<file path="src/sv/spim_pkg.sv">
// Package: beat types, register indexes and bit helpers for the SPI master shift engine.
package spim_pkg;

   localparam logic [7:0] LSB_MASK = 8'h01;
   localparam logic [7:0] MSB_MASK = 8'h80;

   typedef enum logic [1:0] {
      CSR_SPI_MODE     = 2'd0,
      CSR_TX_LSB_FIRST = 2'd1,
      CSR_RX_LSB_FIRST = 2'd2,
      CSR_HALF_PERIOD  = 2'd3
   } csr_index_type;

   typedef enum logic {
      REQ_TICK  = 1'b0,
      REQ_START = 1'b1
   } req_kind_type;

   typedef struct packed {
      logic       req_type;
      logic [7:0] tx_byte;
      logic       tx_enable;
      logic       rx_enable;
      logic       drive_enable;
      logic       miso;
   } req_beat_type;

   typedef struct packed {
      logic       sclk;
      logic       mosi;
      logic       mosi_drive;
      logic       busy_res;
      logic [7:0] rx_byte;
      logic       rx_valid;
   } rsp_beat_type;

   typedef struct packed {
      logic [1:0]  spi_mode;
      logic        tx_lsb_first;
      logic        rx_lsb_first;
      logic [15:0] half_period;
   } cfg_type;

   // Mask for bit position idx in the chosen order.
   function automatic logic [7:0] bit_mask(input logic lsb_first, input logic [2:0] idx);
      logic [7:0] m;
      if (lsb_first) begin
         m = LSB_MASK << idx;
      end else begin
         m = MSB_MASK >> idx;
      end
      return m;
   endfunction

endpackage

</file>
<file path="src/sv/spim_csr.sv">
// Configuration registers of the SPI master shift engine.
module spim_csr (
   input  logic                  clock,
   input  logic                  reset,
   input  logic                  csr_valid,
   output logic                  csr_ready,
   input  spim_pkg::csr_index_type csr_index,
   input  logic [15:0]           csr_wdata,
   output spim_pkg::cfg_type     cfg
);
   import spim_pkg::*;

   cfg_type cfg_ff;

   assign csr_ready = 1'b1;
   assign cfg       = cfg_ff;

   always_ff @(posedge clock) begin
      if (reset) begin
         cfg_ff <= '0;
      end else if (csr_valid && csr_ready) begin
         unique case (csr_index)
            CSR_SPI_MODE:     cfg_ff.spi_mode     <= csr_wdata[1:0];
            CSR_TX_LSB_FIRST: cfg_ff.tx_lsb_first <= csr_wdata[0];
            CSR_RX_LSB_FIRST: cfg_ff.rx_lsb_first <= csr_wdata[0];
            CSR_HALF_PERIOD:  cfg_ff.half_period  <= csr_wdata;
            default: ;
         endcase
      end
   end

endmodule

</file>
<file path="src/sv/spim_core.sv">
// Bit timing state and next-state logic: one tick or start per accepted beat.
module spim_core (
   input  logic                  clock,
   input  logic                  reset,
   input  logic                  accept,
   input  spim_pkg::req_beat_type req,
   input  spim_pkg::cfg_type     cfg,
   output spim_pkg::rsp_beat_type rsp
);
   import spim_pkg::*;

   logic        sclk_ff, sclk_in;
   logic        mosi_ff, mosi_in;
   logic        drive_ff, drive_in;
   logic        busy_ff, busy_in;
   logic [7:0]  tx_shift_ff, tx_shift_in;
   logic [7:0]  rx_shift_ff, rx_shift_in;
   logic [2:0]  bit_ff, bit_in;
   logic        second_ff, second_in;
   logic [15:0] tick_ff, tick_in;
   logic        tx_act_ff, tx_act_in;
   logic        rx_act_ff, rx_act_in;
   logic        valid_out;
   logic [7:0]  byte_out;
   logic        cpol, cpha;

   assign cpol = cfg.spi_mode[1];
   assign cpha = cfg.spi_mode[0];

   always_comb begin
      sclk_in     = sclk_ff;
      mosi_in     = mosi_ff;
      drive_in    = drive_ff;
      busy_in     = busy_ff;
      tx_shift_in = tx_shift_ff;
      rx_shift_in = rx_shift_ff;
      bit_in      = bit_ff;
      second_in   = second_ff;
      tick_in     = tick_ff;
      tx_act_in   = tx_act_ff;
      rx_act_in   = rx_act_ff;
      valid_out   = 1'b0;
      byte_out    = '0;
      if (req.req_type == REQ_START) begin
         // drop a start while a byte is in flight
         if (!busy_ff) begin
            tx_shift_in = req.tx_byte;
            tx_act_in   = req.tx_enable;
            rx_act_in   = req.rx_enable;
            drive_in    = req.drive_enable;
            rx_shift_in = '0;
            bit_in      = '0;
            busy_in     = 1'b1;
            sclk_in     = cpha ? ~cpol : cpol;
            if (req.tx_enable) begin
               mosi_in = |(req.tx_byte & bit_mask(cfg.tx_lsb_first, 3'd0));
            end
            second_in = 1'b0;
            tick_in   = '0;
         end
      end else if (!busy_ff) begin
         sclk_in = cpol;
      end else if (tick_ff < cfg.half_period) begin
         tick_in = tick_ff + 16'd1;
      end else if (!second_ff) begin
         // end of first half: sample MISO
         sclk_in = cpha ? cpol : ~cpol;
         if (rx_act_ff && req.miso) begin
            rx_shift_in = rx_shift_ff | bit_mask(cfg.rx_lsb_first, bit_ff);
         end
         second_in = 1'b1;
         tick_in   = '0;
      end else if (bit_ff == 3'd7) begin
         busy_in   = 1'b0;
         sclk_in   = cpol;
         second_in = 1'b0;
         tick_in   = '0;
         bit_in    = '0;
         if (rx_act_ff) begin
            valid_out = 1'b1;
            byte_out  = rx_shift_ff;
         end
      end else begin
         // advance to the next bit
         bit_in  = bit_ff + 3'd1;
         sclk_in = cpha ? ~cpol : cpol;
         if (tx_act_ff) begin
            mosi_in = |(tx_shift_ff & bit_mask(cfg.tx_lsb_first, bit_ff + 3'd1));
         end
         second_in = 1'b0;
         tick_in   = '0;
      end
   end

   always_comb begin
      rsp.sclk       = sclk_in;
      rsp.mosi       = mosi_in;
      rsp.mosi_drive = drive_in;
      rsp.busy_res   = busy_in;
      rsp.rx_byte    = byte_out;
      rsp.rx_valid   = valid_out;
   end

   always_ff @(posedge clock) begin
      if (reset) begin
         sclk_ff     <= 1'b0;
         mosi_ff     <= 1'b0;
         drive_ff    <= 1'b1;
         busy_ff     <= 1'b0;
         tx_shift_ff <= '0;
         rx_shift_ff <= '0;
         bit_ff      <= '0;
         second_ff   <= 1'b0;
         tick_ff     <= '0;
         tx_act_ff   <= 1'b0;
         rx_act_ff   <= 1'b0;
      end else if (accept) begin
         sclk_ff     <= sclk_in;
         mosi_ff     <= mosi_in;
         drive_ff    <= drive_in;
         busy_ff     <= busy_in;
         tx_shift_ff <= tx_shift_in;
         rx_shift_ff <= rx_shift_in;
         bit_ff      <= bit_in;
         second_ff   <= second_in;
         tick_ff     <= tick_in;
         tx_act_ff   <= tx_act_in;
         rx_act_ff   <= rx_act_in;
      end
   end

endmodule

</file>
<file path="src/sv/spim_rsp_buf.sv">
// Output register with skid stage for result beats.
module spim_rsp_buf (
   input  logic                   clock,
   input  logic                   reset,
   input  logic                   push,
   input  spim_pkg::rsp_beat_type push_data,
   output logic                   full,
   output logic                   rsp_valid,
   input  logic                   rsp_stall,
   output spim_pkg::rsp_beat_type rsp_data
);
   import spim_pkg::*;

   logic         out_valid_ff;
   logic         skid_valid_ff;
   rsp_beat_type out_ff;
   rsp_beat_type skid_ff;
   logic         out_free;

   assign out_free  = !out_valid_ff || !rsp_stall;
   assign full      = skid_valid_ff;
   assign rsp_valid = out_valid_ff;
   assign rsp_data  = out_ff;

   always_ff @(posedge clock) begin
      if (reset) begin
         out_valid_ff  <= 1'b0;
         skid_valid_ff <= 1'b0;
      end else if (out_free) begin
         out_valid_ff  <= skid_valid_ff || push;
         skid_valid_ff <= 1'b0;
      end else if (push) begin
         skid_valid_ff <= 1'b1;
      end
   end

   always_ff @(posedge clock) begin
      if (out_free) begin
         out_ff <= skid_valid_ff ? skid_ff : push_data;
      end
      if (!out_free && push) begin
         skid_ff <= push_data;
      end
   end

endmodule

</file>
<file path="src/sv/spi_master_shift_engine.sv">
// Top level of the SPI master shift engine (modes 0 to 3).
//
//  channel | dir | handshake             | payload
//  --------+-----+-----------------------+--------------------------------
//  req     | in  | req_valid / req_stall | req_beat_type: tick or start
//  rsp     | out | rsp_valid / rsp_stall | rsp_beat_type: line levels, rx
//  csr     | in  | csr_valid / csr_ready | csr_index, csr_wdata (16 bits)
//
// Every req beat is one tick of serial time (or a start) and yields one rsp
// beat. A beat is accepted every cycle while req_stall is low; its result
// comes from one pass through the core's next-state logic and is registered.
// Synchronous active-high reset returns all timing state to the mode 0 idle
// levels with MOSI driven low. A stall on rsp is absorbed by a skid stage;
// req_stall rises only when both the output register and skid are full.
module spi_master_shift_engine (
   input  logic                    clock,
   input  logic                    reset,
   input  logic                    req_valid,
   output logic                    req_stall,
   input  spim_pkg::req_beat_type  req_data,
   output logic                    rsp_valid,
   input  logic                    rsp_stall,
   output spim_pkg::rsp_beat_type  rsp_data,
   input  logic                    csr_valid,
   output logic                    csr_ready,
   input  spim_pkg::csr_index_type csr_index,
   input  logic [15:0]             csr_wdata
);
   import spim_pkg::*;

   cfg_type      cfg;
   rsp_beat_type core_rsp;
   logic         accept;
   logic         buf_full;

   // advance the engine on every accepted beat
   assign req_stall = buf_full;
   assign accept    = req_valid && !req_stall;

   spim_csr u_csr (
      .clock     (clock),
      .reset     (reset),
      .csr_valid (csr_valid),
      .csr_ready (csr_ready),
      .csr_index (csr_index),
      .csr_wdata (csr_wdata),
      .cfg       (cfg)
   );

   spim_core u_core (
      .clock  (clock),
      .reset  (reset),
      .accept (accept),
      .req    (req_data),
      .cfg    (cfg),
      .rsp    (core_rsp)
   );

   // hold results here while the consumer stalls
   spim_rsp_buf u_rsp_buf (
      .clock     (clock),
      .reset     (reset),
      .push      (accept),
      .push_data (core_rsp),
      .full      (buf_full),
      .rsp_valid (rsp_valid),
      .rsp_stall (rsp_stall),
      .rsp_data  (rsp_data)
   );

endmodule

</file>
<file path="config.mk">
export PLATFORM = sky130hd
export DESIGN_NAME = spi_master_shift_engine
export DESIGN_NICKNAME = d
export VERILOG_FILES = /design/src/sv/spim_pkg.sv /design/src/sv/spim_csr.sv /design/src/sv/spim_core.sv /design/src/sv/spim_rsp_buf.sv /design/src/sv/spi_master_shift_engine.sv
export SDC_FILE = /design/constraint.sdc
export NUM_CORES = 1
export LEC_CHECK = 0
export BUFFER_PORTS_ARGS = -buffer_cell sky130_fd_sc_hd__buf_2
export CAP_MARGIN = 20
export CORE_ASPECT_RATIO = 1.2
export CORE_MARGIN = 2
export CORE_UTILIZATION = 55
export CTS_CLUSTER_DIAMETER = 60
export DETAILED_ROUTE_END_ITERATION = 10
export GPL_TIMING_DRIVEN = 0
export PLACE_DENSITY = 0.76
export SLEW_MARGIN = 20
export SYNTH_ARGS = -nofsm -noshare
export SYNTH_HDL_FRONTEND = slang
export SYNTH_SLANG_ARGS = --single-unit
</file>
<file path="constraint.sdc">
create_clock -name clock -period 3.78 [get_ports clock]
set_input_delay 0.189 -clock clock [delete_from_list [all_inputs] [get_ports clock]]
set_output_delay 0.189 -clock clock [all_outputs]
set_load 0.01 [all_outputs]
</file>
==> reports/results.ini <==
[routing]
drtIter0Drc=184
avgViaCountPerCell=5.551
wire_per_inst_um=13.95
ant_nets=0
drt_first_pass_iters=5
drc=0
routed_wl_um=9012
via_count=3586

[sta]
fin_tns_setup_ps=0
finalHoldViolations=0
fin_crit_sh_pct=72.44
holdWs_ps=49.05
fin_crit_ps=2738
max-slew-margin-rel_pct=54.42
max_slew.worst_pin.slew_ps=681.1
fin_skew_ps=12.04
finalMaxSlewViolations=0
fmax_mhz=365.2
rsz0062_at_grt=no
setup_viol=0

[logic_synthesis]
yosysSeqAreaShare_pct=46.88
syn_nets=549
synth-seq-cells=90
ys_async_sr_fraction_pct=0
yosys_warnings=0
synthDominantCellAreaShare_pct=29.13
syn_area_um2=4398
syn_inst=488
avgSynthCellArea_um2=9.012
synth.distinct_cells=52
ys.flop_type=dfxtp_1
yosysTopAreaCell=dfxtp_1
synthTopCellsByArea=dfxtp_1 (29%), edfxtp_1 (18%), nand2_1 (7.5%)
synth_edf_count=26

[clock_tree]
hold_buffers=0
cts_max_path_buffers=2
clock_latency_ps=360
cts_root_buf=clkbuf_8
cts_inserted_buffers=9
cts_tree=yes
path_clk_slew_ps=100
htree_levels=3
post_cts_buffers=0
cts.sinks=90
cts_resized=0

[placement]
dp_hpwl_um=6609
place_area_um2=4758
place.gp.congestion=0.8183
placedCellCount=629
io_buffer_count=49

[worst_hold_path]
min_path_type=in -> reg
min_delay_worst_endpoint=u_csr.cfg[13]$_SDFFE_PP0P_
min_path_cells=3
hp-start=csr_wdata[13]

[outcome]
status=finished clean

[power]
p_per_area_nw_per_um2=378.5
ir_worst_vdd_mv=0.2366
total_leakage_power_nw=1.932

[floorplanning]
fp.dieH_um=102.0
rows=35
die-area_um2=8730
start_util_pct=57.06
pin_count=52
core_area_um2=7707
die-width_um=85.63

[final_layout]
area.sequential_um2=2062
layoutNonFillerInstCount=646
mostFrequentLayoutCells=nand2_1 (88), dfxtp_1 (64), buf_2 (51)
drive_gt1_share_pct=15.34
nFillCells=672
area_growth_pct=12.75
fin_util_pct=64.33
stdcell_area_um2=4959
multi_input_area_um2=2153
layout_commonest_cell=nand2_1
diodes=0
fin_nets=610

[critical_path]
r2r_slack_ps=1040
rr_worst_depth=9
r2r_start=u_core.busy_ff$_SDFFE_PP0P_
crit_slowest_cell=nor3_1
path_buf_inv=2
critical_path_required_ps=4040
crit_family=simple AND/OR/NAND/NOR gates
crit_path_max_incr_delay_ps=490
critPathKind=reg -> reg
cp-start-kind=flip-flop
cp_max_fo=9
worstPathCellList=clkbuf_1 -> inv_1 -> ha_1 -> nand3b_1 -> nor3_1 -> and3_1 -> nand3_1 -> xor2_1 -> nor2_1
arrival_ps=3000
timing.rr.end=u_core.tick_ff[13]$_SDFFE_PP0P_
end_kind=flip-flop

[grt]
grt_max_degree=19
grt_overflow=0
track_usage_pct=21.22
antenna_found_initial=0
first_global_vias=3215
grt_pass1_wl_um=14810

[run]
max_cap_violations=0

power breakdown:
group / leakage (nW) / switching (mW) / internal, mW / total [mW]
Sequential: 0.788 / 0.0157 / 1.02 / 1.04
Clock: 0.0997 / 0.384 / 0.259 / 0.643
Combinational: 1.04 / 0.120 / 0.0749 / 0.195
metal layers:
layer | part of all wire, % | routed length (µm) | vias up | GRT usage (%)
met5 | 0 | 0 | - | 0
met4 | 1.9 | 169 | 0 | 7.204
met3 | 6.8 | 613 | 18 | 4.766
met2 | 44 | 3988 | 141 | 34.38
met1 | 47 | 4241 | 1617 | 28.28
li1 | - | - | 1810 | -
through the flow:
stage / worst slack (ps) / power [mW]
floorplan: 1492 / 1.184
CTS: 1050 / 1.882
global placement: 1149 / 1.246
detailed placement: 1079 / 1.252
finish: 1042 / 1.877
global route: 876.8 / 1.944
final cells by class:
cell class | instances | area share, %
Buffer | 23 | 1.867
Clock buffer | 9 | 2.498
Clock inverter | 7 | 1.388
Inverter | 24 | 1.817
Multi-Input combinational cell | 351 | 43.43
Sequential cell | 90 | 41.58
Tap cell | 92 | 2.321
Timing Repair Buffer | 50 | 5.097
worst max-delay path by stage:
| stage | start | end | slack [ps] | cells after the start |
|---|---|---|---|---|
| 6_report | u_core.busy_ff$_SDFFE_PP0P_ | u_core.tick_ff[13]$_SDFFE_PP0P_ | 1040 | 9 |
| 5_1_grt | u_core.busy_ff$_SDFFE_PP0P_ | u_core.tick_ff[12]$_SDFFE_PP0P_ | 880 | 10 |
| 4_1_cts | u_core.tick_ff[11]$_SDFFE_PP0P_ | u_rsp_buf.rsp_data[8]$_DFFE_PP_ | 1050 | 7 |
| 3_5_place_dp | u_core.tick_ff[11]$_SDFFE_PP0P_ | u_rsp_buf.rsp_data[6]$_DFFE_PP_ | 1080 | 7 |
| 3_3_place_gp | u_csr.cfg[11]$_SDFFE_PP0P_ | u_rsp_buf.rsp_data[8]$_DFFE_PP_ | 1150 | 8 |
| 2_1_floorplan | u_csr.cfg[11]$_SDFFE_PP0P_ | u_rsp_buf.rsp_data[7]$_DFFE_PP_ | 1490 | 8 |
cell families (layout without fill, tap and decap cells):
kind of cell             count (synthesis)  in the layout  share of synthesized area [%]
XOR/XNOR                                17             17                          3.385
other                                    1              1                        0.08527
adder cells (fa/ha/maj)                 25             25                          7.112
multiplexers                            19             19                          4.637
flip-flops                              90             90                          46.88
buffers and inverters                   47            113                          4.154
AND/OR/NAND/NOR                        192            192                          20.00
AO/OA/AOI/OAI                           97             97                          13.74
synth_stat cells, types with 10 or more instances:
cell / number
a21oi_1: 44
clkbuf_1: 20
dfxtp_1: 64
edfxtp_1: 26
ha_1: 25
inv_1: 24
mux2_2: 11
nand2_1: 88
nand3_1: 12
nand4_1: 10
nor2_1: 41
xor2_1: 10
worst reg2reg max path, delay by kind of cell, from the launching register on:
kind / cells / cell delay, ps
flops: 1 / 320
xor+xnor: 1 / 150
simple gates: 5 / 1290
buf+inv: 2 / 540
fa+ha+maj: 1 / 340
state kept, by name, indices dropped and copies added (netlist names), 3 cells and up:
name and flops:
u_core.bit_ff 3, u_core.rx_shift_ff 8, u_core.tick_ff 16, u_core.tx_shift_ff 8, u_csr.cfg 20, u_rsp_buf.rsp_data 13
u_rsp_buf.skid_ff 13
(Power assumes the default switching activity.)
